<file path="src/rtl/dltm_pkg.sv">
// Package for the delta list timer manager.
// Item types, operation and status codes, default sizes. No dependencies.
package dltm_pkg;

	localparam int TIMER_SLOTS_DEF = 8;
	localparam int MAX_RESULTS     = 8;
	localparam int NW              = $clog2(MAX_RESULTS + 1);

	localparam logic [1:0] OP_CREATE  = 2'd0;
	localparam logic [1:0] OP_RESTART = 2'd1;
	localparam logic [1:0] OP_DESTROY = 2'd2;
	localparam logic [1:0] OP_TICK    = 2'd3;

	localparam logic [2:0] ST_CREATED = 3'd0;
	localparam logic [2:0] ST_NOFREE  = 3'd1;
	localparam logic [2:0] ST_EXPIRED = 3'd2;
	localparam logic [2:0] ST_DONE    = 3'd3;
	localparam logic [2:0] ST_BAD     = 3'd4;

	typedef struct packed {
		logic [1:0]  operation;
		logic [2:0]  target_slot;
		logic [31:0] period_ticks;
	} cmd_t;

	typedef struct packed {
		logic [2:0] status;
		logic [2:0] result_slot;
		logic       last;
	} rsp_t;

endpackage

</file>
<file path="src/rtl/dltm_chan_if.sv">
// Valid/ready channel carrying one item per handshake.
// Payload type is a parameter; used with dltm_pkg types.
interface dltm_chan_if #(parameter type item_t = logic);
	logic  valid;
	logic  ready;
	item_t data;

	modport source (output valid, output data, input ready);
	modport sink   (input valid, input data, output ready);
endinterface

</file>
<file path="src/rtl/delta_list_timer_manager_core.sv">
// Delta list timer manager: up to TIMER_SLOTS one-shot timers in a delta-ordered list.
// Depends on dltm_pkg and dltm_chan_if.
//
// One item at a time; cmd.ready is high only between items. Every list step goes through
// a single read port on the delta and next stores and one shared 32-bit add/subtract unit,
// one list entry per cycle. Create walks up to TIMER_SLOTS entries, links the slot and
// fixes the next delta. Restart unlinks the slot when queued, then inserts it as Create
// does. Destroy unlinks first when queued. Tick decrements the head delta, then takes
// expired timers off the head, up to eight expiries per tick. Results go out through a
// registered output; a stalled consumer holds the sequencer. No clearing pass after reset.
module delta_list_timer_manager_core #(
	parameter int TIMER_SLOTS = dltm_pkg::TIMER_SLOTS_DEF
) (
	input  logic clk,
	input  logic arst_n,
	dltm_chan_if.sink   cmd,
	dltm_chan_if.source rsp
);

	localparam int IW = $clog2(TIMER_SLOTS + 1);
	localparam int AW = (TIMER_SLOTS > 1) ? $clog2(TIMER_SLOTS) : 1;
	localparam logic [IW-1:0] NIL = IW'(TIMER_SLOTS);

	localparam logic [3:0] S_IDLE    = 4'd0;
	localparam logic [3:0] S_UL_WALK = 4'd1;
	localparam logic [3:0] S_UL_FIX  = 4'd2;
	localparam logic [3:0] S_UL_ADD  = 4'd3;
	localparam logic [3:0] S_IN_WALK = 4'd4;
	localparam logic [3:0] S_IN_LINK = 4'd5;
	localparam logic [3:0] S_IN_FIX  = 4'd6;
	localparam logic [3:0] S_RESP    = 4'd7;
	localparam logic [3:0] S_TK_DEC  = 4'd8;
	localparam logic [3:0] S_TK_EXP  = 4'd9;

	logic [31:0]   period_q [TIMER_SLOTS];
	logic [31:0]   delta_q  [TIMER_SLOTS];
	logic [IW-1:0] next_q   [TIMER_SLOTS];

	logic [3:0]             state_q;
	logic [IW-1:0]          head_q;
	logic [TIMER_SLOTS-1:0] alloc_q;
	logic [TIMER_SLOTS-1:0] queued_q;
	logic                   rsp_valid_q;
	dltm_pkg::rsp_t         rsp_q;
	logic [dltm_pkg::NW-1:0] n_q;
	logic                   pend_v_q;
	logic [IW-1:0]          pend_q;

	logic [IW-1:0] cur_q, prev_q, tgt_q, nx_q, steps_q;
	logic [31:0]   rem_q, tmp_q;
	logic          restart_q;
	logic [2:0]    rs_status_q, rs_slot_q;

	logic [IW-1:0] d_addr, n_addr, free_idx, ctgt;
	logic [31:0]   d_rd;
	logic [IW-1:0] n_rd;
	logic          free_found, out_free, accept, walk_more, exp_hit, tgt_ok;

	logic [31:0]   alu_a, alu_b;
	logic          alu_sub;
	logic [32:0]   alu_y;

	logic          d_we, n_we, p_we;
	logic [IW-1:0] d_wa, n_wa, p_wa;
	logic [31:0]   d_wd, p_wd;
	logic [IW-1:0] n_wd;

	assign cmd.ready = (state_q == S_IDLE);
	assign rsp.valid = rsp_valid_q;
	assign rsp.data  = rsp_q;
	assign accept    = cmd.valid && (state_q == S_IDLE);
	assign out_free  = !rsp_valid_q || rsp.ready;
	assign ctgt      = IW'(cmd.data.target_slot);
	assign tgt_ok    = int'(cmd.data.target_slot) < TIMER_SLOTS;

	always_comb begin
		free_found = 1'b0;
		free_idx   = NIL;
		for (int i = TIMER_SLOTS - 1; i >= 0; i--) begin
			if (!alloc_q[i]) begin
				free_found = 1'b1;
				free_idx   = IW'(i);
			end
		end
	end

	always_comb begin
		d_addr = NIL;
		n_addr = NIL;
		case (state_q)
			S_UL_WALK: n_addr = cur_q;
			S_UL_FIX: begin
				d_addr = tgt_q;
				n_addr = tgt_q;
			end
			S_UL_ADD: d_addr = nx_q;
			S_IN_WALK: begin
				d_addr = cur_q;
				n_addr = cur_q;
			end
			S_IN_FIX: d_addr = cur_q;
			S_TK_DEC, S_TK_EXP: begin
				d_addr = head_q;
				n_addr = head_q;
			end
			default: ;
		endcase
	end

	assign d_rd = (d_addr < NIL) ? delta_q[d_addr[AW-1:0]] : '0;
	assign n_rd = (n_addr < NIL) ? next_q[n_addr[AW-1:0]] : NIL;

	// shared adder; on subtract, carry out set means no borrow
	always_comb begin
		alu_a   = d_rd;
		alu_b   = '0;
		alu_sub = 1'b1;
		case (state_q)
			S_UL_ADD: begin
				alu_b   = tmp_q;
				alu_sub = 1'b0;
			end
			S_IN_WALK: begin
				alu_a = rem_q;
				alu_b = d_rd;
			end
			S_IN_FIX: alu_b = rem_q;
			S_TK_DEC: alu_b = 32'd1;
			default: ;
		endcase
	end

	assign alu_y = {1'b0, alu_a} + {1'b0, alu_b ^ {32{alu_sub}}} + {32'd0, alu_sub};

	assign walk_more = (cur_q < NIL) && alu_y[32] && (alu_y[31:0] != 32'd0)
		&& (steps_q < NIL);
	assign exp_hit   = (n_q < dltm_pkg::NW'(dltm_pkg::MAX_RESULTS)) && (head_q < NIL)
		&& (d_rd == 32'd0);

	always_comb begin
		d_we = 1'b0; d_wa = NIL; d_wd = '0;
		n_we = 1'b0; n_wa = NIL; n_wd = NIL;
		p_we = 1'b0; p_wa = NIL; p_wd = '0;
		case (state_q)
			S_IDLE: begin
				if (accept && cmd.data.operation == dltm_pkg::OP_CREATE
						&& cmd.data.period_ticks != 32'd0 && free_found) begin
					p_we = 1'b1; p_wa = free_idx; p_wd = cmd.data.period_ticks;
				end
			end
			S_UL_FIX: begin
				if (prev_q != NIL) begin
					n_we = 1'b1; n_wa = prev_q; n_wd = n_rd;
				end
			end
			S_UL_ADD: begin
				if (nx_q < NIL) begin
					d_we = 1'b1; d_wa = nx_q; d_wd = alu_y[31:0];
				end
			end
			S_IN_WALK: begin
				if (!walk_more) begin
					n_we = 1'b1; n_wa = tgt_q; n_wd = cur_q;
				end
			end
			S_IN_LINK: begin
				d_we = 1'b1; d_wa = tgt_q; d_wd = rem_q;
				if (prev_q != NIL) begin
					n_we = 1'b1; n_wa = prev_q; n_wd = tgt_q;
				end
			end
			S_IN_FIX: begin
				if (cur_q < NIL) begin
					d_we = 1'b1; d_wa = cur_q; d_wd = alu_y[31:0];
				end
			end
			S_TK_DEC: begin
				if (alu_y[32]) begin
					d_we = 1'b1; d_wa = head_q; d_wd = alu_y[31:0];
				end
			end
			default: ;
		endcase
	end

	always_ff @(posedge clk) begin
		if (d_we) delta_q[d_wa[AW-1:0]] <= d_wd;
		if (n_we) next_q[n_wa[AW-1:0]] <= n_wd;
		if (p_we) period_q[p_wa[AW-1:0]] <= p_wd;
	end

	always_ff @(posedge clk or negedge arst_n) begin
		if (!arst_n) begin
			state_q     <= S_IDLE;
			head_q      <= NIL;
			alloc_q     <= '0;
			queued_q    <= '0;
			rsp_valid_q <= 1'b0;
			rsp_q       <= '0;
			n_q         <= '0;
			pend_v_q    <= 1'b0;
			pend_q      <= NIL;
			cur_q       <= NIL;
			prev_q      <= NIL;
			tgt_q       <= NIL;
			nx_q        <= NIL;
			steps_q     <= '0;
			rem_q       <= '0;
			tmp_q       <= '0;
			restart_q   <= 1'b0;
			rs_status_q <= '0;
			rs_slot_q   <= '0;
		end else begin
			if (rsp.ready) rsp_valid_q <= 1'b0;
			case (state_q)
				S_IDLE: begin
					if (accept) begin
						cur_q     <= head_q;
						prev_q    <= NIL;
						steps_q   <= '0;
						restart_q <= (cmd.data.operation == dltm_pkg::OP_RESTART);
						rs_slot_q <= cmd.data.target_slot;
						tgt_q     <= ctgt;
						case (cmd.data.operation)
							dltm_pkg::OP_CREATE: begin
								rs_slot_q <= '0;
								state_q   <= S_RESP;
								if (cmd.data.period_ticks == 32'd0) begin
									rs_status_q <= dltm_pkg::ST_BAD;
								end else if (!free_found) begin
									rs_status_q <= dltm_pkg::ST_NOFREE;
								end else begin
									rs_status_q <= dltm_pkg::ST_CREATED;
									rs_slot_q   <= 3'(free_idx);
									tgt_q       <= free_idx;
									rem_q       <= cmd.data.period_ticks;
									alloc_q[free_idx[AW-1:0]] <= 1'b1;
									state_q     <= S_IN_WALK;
								end
							end
							dltm_pkg::OP_RESTART: begin
								rs_status_q <= dltm_pkg::ST_DONE;
								if (!tgt_ok || !alloc_q[ctgt[AW-1:0]]) begin
									rs_status_q <= dltm_pkg::ST_BAD;
									state_q     <= S_RESP;
								end else begin
									rem_q   <= period_q[ctgt[AW-1:0]];
									state_q <= queued_q[ctgt[AW-1:0]] ? S_UL_WALK : S_IN_WALK;
								end
							end
							dltm_pkg::OP_DESTROY: begin
								rs_status_q <= dltm_pkg::ST_DONE;
								if (!tgt_ok) begin
									rs_status_q <= dltm_pkg::ST_BAD;
									state_q     <= S_RESP;
								end else if (queued_q[ctgt[AW-1:0]]) begin
									state_q <= S_UL_WALK;
								end else begin
									alloc_q[ctgt[AW-1:0]] <= 1'b0;
									state_q <= S_RESP;
								end
							end
							default: begin
								n_q      <= '0;
								pend_v_q <= 1'b0;
								if (head_q != NIL) state_q <= S_TK_DEC;
							end
						endcase
					end
				end
				S_UL_WALK: begin
					if (cur_q == tgt_q) begin
						state_q <= S_UL_FIX;
					end else if (cur_q >= NIL || steps_q == NIL) begin
						nx_q    <= NIL;
						state_q <= S_UL_ADD;
					end else begin
						prev_q  <= cur_q;
						cur_q   <= n_rd;
						steps_q <= steps_q + 1'b1;
					end
				end
				S_UL_FIX: begin
					nx_q  <= n_rd;
					tmp_q <= d_rd;
					if (prev_q == NIL) head_q <= n_rd;
					queued_q[tgt_q[AW-1:0]] <= 1'b0;
					state_q <= S_UL_ADD;
				end
				S_UL_ADD: begin
					cur_q   <= head_q;
					prev_q  <= NIL;
					steps_q <= '0;
					if (restart_q) begin
						state_q <= S_IN_WALK;
					end else begin
						alloc_q[tgt_q[AW-1:0]] <= 1'b0;
						state_q <= S_RESP;
					end
				end
				S_IN_WALK: begin
					if (walk_more) begin
						rem_q   <= alu_y[31:0];
						prev_q  <= cur_q;
						cur_q   <= n_rd;
						steps_q <= steps_q + 1'b1;
					end else begin
						state_q <= S_IN_LINK;
					end
				end
				S_IN_LINK: begin
					if (prev_q == NIL) head_q <= tgt_q;
					queued_q[tgt_q[AW-1:0]] <= 1'b1;
					state_q <= S_IN_FIX;
				end
				S_IN_FIX: state_q <= S_RESP;
				S_RESP: begin
					if (out_free) begin
						rsp_valid_q <= 1'b1;
						rsp_q       <= '{status: rs_status_q, result_slot: rs_slot_q, last: 1'b1};
						state_q     <= S_IDLE;
					end
				end
				S_TK_DEC: state_q <= S_TK_EXP;
				S_TK_EXP: begin
					if (exp_hit) begin
						if (!pend_v_q || out_free) begin
							if (pend_v_q) begin
								rsp_valid_q <= 1'b1;
								rsp_q <= '{status: dltm_pkg::ST_EXPIRED, result_slot: 3'(pend_q),
									last: 1'b0};
							end
							pend_q   <= head_q;
							pend_v_q <= 1'b1;
							head_q   <= n_rd;
							queued_q[head_q[AW-1:0]] <= 1'b0;
							n_q      <= n_q + 1'b1;
						end
					end else if (!pend_v_q) begin
						state_q <= S_IDLE;
					end else if (out_free) begin
						rsp_valid_q <= 1'b1;
						rsp_q <= '{status: dltm_pkg::ST_EXPIRED, result_slot: 3'(pend_q),
							last: 1'b1};
						pend_v_q <= 1'b0;
						state_q  <= S_IDLE;
					end
				end
				default: state_q <= S_IDLE;
			endcase
		end
	end

	a_queued_alloc: assert property (@(posedge clk) disable iff (!arst_n)
		(queued_q & ~alloc_q) == '0)
		else $error("queued slot not allocated");

	a_head_queued: assert property (@(posedge clk) disable iff (!arst_n)
		(head_q < NIL) |-> queued_q[head_q[AW-1:0]])
		else $error("list head not queued");

	a_exp_bound: assert property (@(posedge clk) disable iff (!arst_n)
		n_q <= dltm_pkg::NW'(dltm_pkg::MAX_RESULTS))
		else $error("too many expiries in one tick");

	a_pend_exp: assert property (@(posedge clk) disable iff (!arst_n)
		pend_v_q |-> (state_q == S_TK_EXP))
		else $error("pending expiry outside tick");

endmodule

</file>
<file path="src/flat_wrapper.sv">
// flat-port wrapper written by rule: the top's interface ports become plain ports
module delta_list_timer_manager_core_flat 
#(
	parameter int TIMER_SLOTS = dltm_pkg::TIMER_SLOTS_DEF
)
  (clk, arst_n, cmd_valid, cmd_data, cmd_ready, rsp_valid, rsp_data, rsp_ready);
  dltm_chan_if #(.item_t(dltm_pkg::cmd_t)) cmd_i ();
  dltm_chan_if #(.item_t(dltm_pkg::rsp_t)) rsp_i ();
  input  logic clk;
  input  logic arst_n;
  input wire logic [$bits(cmd_i.valid)-1:0] cmd_valid;
  input wire logic [$bits(cmd_i.data)-1:0] cmd_data;
  output wire logic [$bits(cmd_i.ready)-1:0] cmd_ready;
  output wire logic [$bits(rsp_i.valid)-1:0] rsp_valid;
  output wire logic [$bits(rsp_i.data)-1:0] rsp_data;
  input wire logic [$bits(rsp_i.ready)-1:0] rsp_ready;
  assign cmd_i.valid = cmd_valid;
  assign cmd_i.data = cmd_data;
  assign cmd_ready = cmd_i.ready;
  assign rsp_valid = rsp_i.valid;
  assign rsp_data = rsp_i.data;
  assign rsp_i.ready = rsp_ready;
  delta_list_timer_manager_core #(.TIMER_SLOTS(TIMER_SLOTS)) u_core (.clk(clk), .arst_n(arst_n), .cmd(cmd_i), .rsp(rsp_i));
endmodule
</file>
<file path="config.mk">
export PLATFORM = sky130hd
export DESIGN_NAME = delta_list_timer_manager_core_flat
export DESIGN_NICKNAME = d
export VERILOG_FILES = /design/src/rtl/dltm_pkg.sv /design/src/rtl/dltm_chan_if.sv /design/src/rtl/delta_list_timer_manager_core.sv /design/src/flat_wrapper.sv
export SDC_FILE = /design/constraint.sdc
export NUM_CORES = 1
export LEC_CHECK = 0
export ABC_AREA = 1
export BUFFER_PORTS_ARGS = -buffer_cell sky130_fd_sc_hd__buf_2
export CAP_MARGIN = 20
export CORE_ASPECT_RATIO = 1.4
export CORE_MARGIN = 1
export CORE_UTILIZATION = 25
export CTS_CLUSTER_SIZE = 20
export DETAILED_ROUTE_END_ITERATION = 7
export PLACE_DENSITY = 0.5
export SETUP_SLACK_MARGIN = 0.2
export SYNTH_ARGS = -nofsm -noshare
export SYNTH_HDL_FRONTEND = slang
export SYNTH_SLANG_ARGS = --single-unit
</file>
<file path="constraint.sdc">
create_clock -name clk -period 7.1 [get_ports clk]
set_input_delay 0 -clock clk [delete_from_list [all_inputs] [get_ports clk]]
set_output_delay 0 -clock clk [all_outputs]
set_load 0.05 [all_outputs]
</file>
==> impl_metrics.csv <==
group,metric,value,unit
cts,numCtsBuffers,66,
die,rows,153,
timing,rsz0062_at_grt,"false",
synthesis,yosys_warnings,0,
timing,setup_ws,0.6781,ns
place,place_area,34100,um2
cells_and_area,syn_to_final_growth,17.31,%
timing,finalSetupViolations,0,
synthesis,synth_xor_area_share,0.6985,%
die,fp.dieW,301.3,um
timing,period_minus_slack,6.422,ns
drt,via_count,23458,
synthesis,synth_compound_area_share,15.67,%
critical_path,critPathKind,"register to register",
critical_path,cp_max_fo,24,
critical_path,worstPathArrival,6.71,ns
synthesis,post-synth-top-count-cell,"edfxtp_1",
critical_path,start_kind,"register",
grt,busiest_layer,"met2",
synthesis,synth_fa_ha_area_share,1.581,%
cells_and_area,seq_area,19620,um2
synthesis,synth_cells,2986,
timing,min_period_over_period,90.45,%
cts,cts-root-buf,"clkbuf_16",
synthesis,synthSimpleGateAreaFrac,14.15,%
cells_and_area,multi_input_area,10310,um2
synthesis,yosysTopAreaCellShare,52.11,%
cts,cts_tree,"yes",
timing,drv_slew,0,
timing,worst_pin_slew,1.181,ns
timing,fmax,0.1557,GHz
grt,use_met1,18.36,%
status,status,"finished clean",
die,ios,50,
drt,ant_nets,0,
die,initial_utilization,25.23,%
die,coreArea,124200,um2
synthesis,synth_common_cells,"edfxtp_1 (544), nand2_1 (441), nor2_1 (390)",
synthesis,postSynth.asyncResetShare,19.41,%
synthesis,synth-edff-count,544,
critical_path,cp-end-kind,"register",
place,place_congestion,0.9735,
synthesis,synth_top_family_by_area,"compound AO/OA/AOI/OAI gates",
drt,vias_per_cell,4.915,
critical_path,crit_slowest_cell,"nor4_1",
critical_path,required,7.39,ns
synthesis,avgSynthCellArea,10.50,um2
grt,antenna_found_initial,2,
grt,grt_pass1_vias,23608,
die,dieHeight,421.0,um
cts,insertion_delay,0.65,ns
grt,grt_start_max_net_pins,69,
die,die_area,126800,um2
place,dp_hpwl,64.80,mm
critical_path,crit_top_cell,"nand2_1",
synthesis,syn-num-nets,3066,
synthesis,yosysSeqAreaShare,62.59,%
drt,drt_iter0_markers,1635,
timing,hold_violations,0,
cts,cts_max_level,3,
synthesis,synth_flop_cell,"edfxtp_1",
cts,clk_path_buf_depth,3,
drt,avgRoutedWirePerCell,20.73,um
grt,grt_use_total,15.51,%
timing,fin_tns_setup,0,ns
synthesis,synth_seq_cells,675,
grt,overflow,0,
cells_and_area,fin_nets,3177,
synthesis,yosysTopAreaCell,"edfxtp_1",
critical_path,worst_path_largest_cell_delay,0.51,ns
grt,grt_pass1_wl,149.0,mm
drt,wl,98.95,mm
place,preCtsSetupSlack,0.4945,ns
grt,use_met3,1.505,%
cells_and_area,design_area,36770,um2
cells_and_area,fillers,12825,
synthesis,syn_area,31350,um2
synthesis,muxShareOfSynthArea,0.06386,%
run,drv_cap,0,
timing,hold_ws,0.2799,ns
place,io_buffers,49,
synthesis,synth.area.top_cells,"edfxtp_1 (52%), dfrtp_1 (10%), nand2_1 (5.3%)",
cts,clock_sinks,675,
drt,drc,0,
cells_and_area,drive_above_1_share,11.29,%
grt,gr-usage-met2,27.72,%
timing,fin_skew,0.02419,ns
timing,relSlewSlack,20.62,%
synthesis,yosysUniqueCellTypes,63,
cts,clk_pin_slew,0.07,ns
min_path,hold_path.class,"primary input to register",
drt,first_pass_iters,5,
[cell families after synthesis]
logic type / Yosys count
AND/OR/NAND/NOR: 1057
AO/OA/AOI/OAI: 772
XOR/XNOR: 25
multiplexers: 2
adder cells (fa/ha/maj): 39
buffers and inverters: 416
flip-flops: 675
[cells in the final DEF, fill, tap and decap left out, types with 17 or more instances in the layout]
master and instances:
edfxtp_1 544, nand2_1 439, nor2_1 369, o21ai_0 311, inv_1 255, dfrtp_1 126
nand3_1 106, a21oi_1 103, buf_4 82, clkbuf_16 68, o22ai_1 57, o211ai_1 51
a221oi_1 51, buf_2 48, o221ai_1 46, nand4_1 44, dlygate4sd3_1 42, a22o_1 39
ha_1 37, o21ai_2 35, nor2_4 19, nor3_1 19, a22oi_1 18, clkbuf_1 17
[worst max-delay path: cells and delay by family, from the launching register on]
| kind | cells | cell delay (ns) |
|---|---|---|
| adder cells (fa/ha/maj) | 1 | 0.39 |
| buffers and inverters | 4 | 0.62 |
| flip-flops | 1 | 0.46 |
| AO/OA/AOI/OAI | 4 | 0.77 |
| AND/OR/NAND/NOR | 26 | 3.79 |
[routing by layer]
layer / up-vias / routed length, um / share of wire (%)
met5: - / 0 / 0
met4: 0 / 4146 / 4.2
met3: 194 / 4117 / 4.2
met2: 679 / 51220 / 52
met1: 11648 / 39470 / 40
li1: 10937 / - / -
[path summary, 6_finish.rpt]
path                                               startpoint  slack, ns                            end  cells past startpoint
max in group asynchronous                              arst_n       5.68    u_core.rem_q[6]$_DFFE_PN0P_                      4
min in group asynchronous                              arst_n       0.48     u_core.nx_q[3]$_DFFE_PN1P_                      3
worst max-delay path            u_core.state_q[1]$_DFFE_PN0P_       0.68  u_core.next_q[4][2]$_DFFE_PP_                     35
worst min-delay path                             cmd_data[34]       0.28    u_core.tgt_q[2]$_DFFE_PN0P_                      4
worst max register to register  u_core.state_q[1]$_DFFE_PN0P_       0.68  u_core.next_q[4][2]$_DFFE_PP_                     35
worst min register to register    u_core.tgt_q[3]$_DFFE_PN1P_       0.48    u_core.tgt_q[3]$_DFFE_PN1P_                      2
[flip-flops by register name, indices dropped and copies added (netlist names), 7 cells and up]
register         flops
u_core.delta_q     256
u_core.period_q    256
u_core.next_q       32
u_core.rem_q        32
u_core.tmp_q        32
u_core.alloc_q       8
u_core.queued_q      8
u_core.rsp.data      7
[final cells by class]
class / instances / share of cell area (%)
clock buffers: 91 / 5.009
well taps: 1627 / 5.536
inverters: 269 / 2.746
repair buffers: 190 / 4.423
diodes: 1 / 0.006805
clock inverters: 25 / 0.8881
multi-input cells: 1895 / 28.03
flip-flops and latches: 675 / 53.36
[per-stage QoR]
stage	cells	util, %
final	4773	29.60
after global routing	4773	29.60
after CTS	4770	29.56
after detailed placement	4611	27.45
after global placement	4611	27.45
after floorplan	2986	-
[what timing repair did]
action,in CTS,in global routing
hold buffers,43,0
resized for setup,0,11
setup buffers,0,2
setup endpoints to repair,0,74
endpoints found under the hold margin,364,0
Power is not shown: default switching activity piles up to over one toggle a cycle in this logic, so the estimate is an artifact.
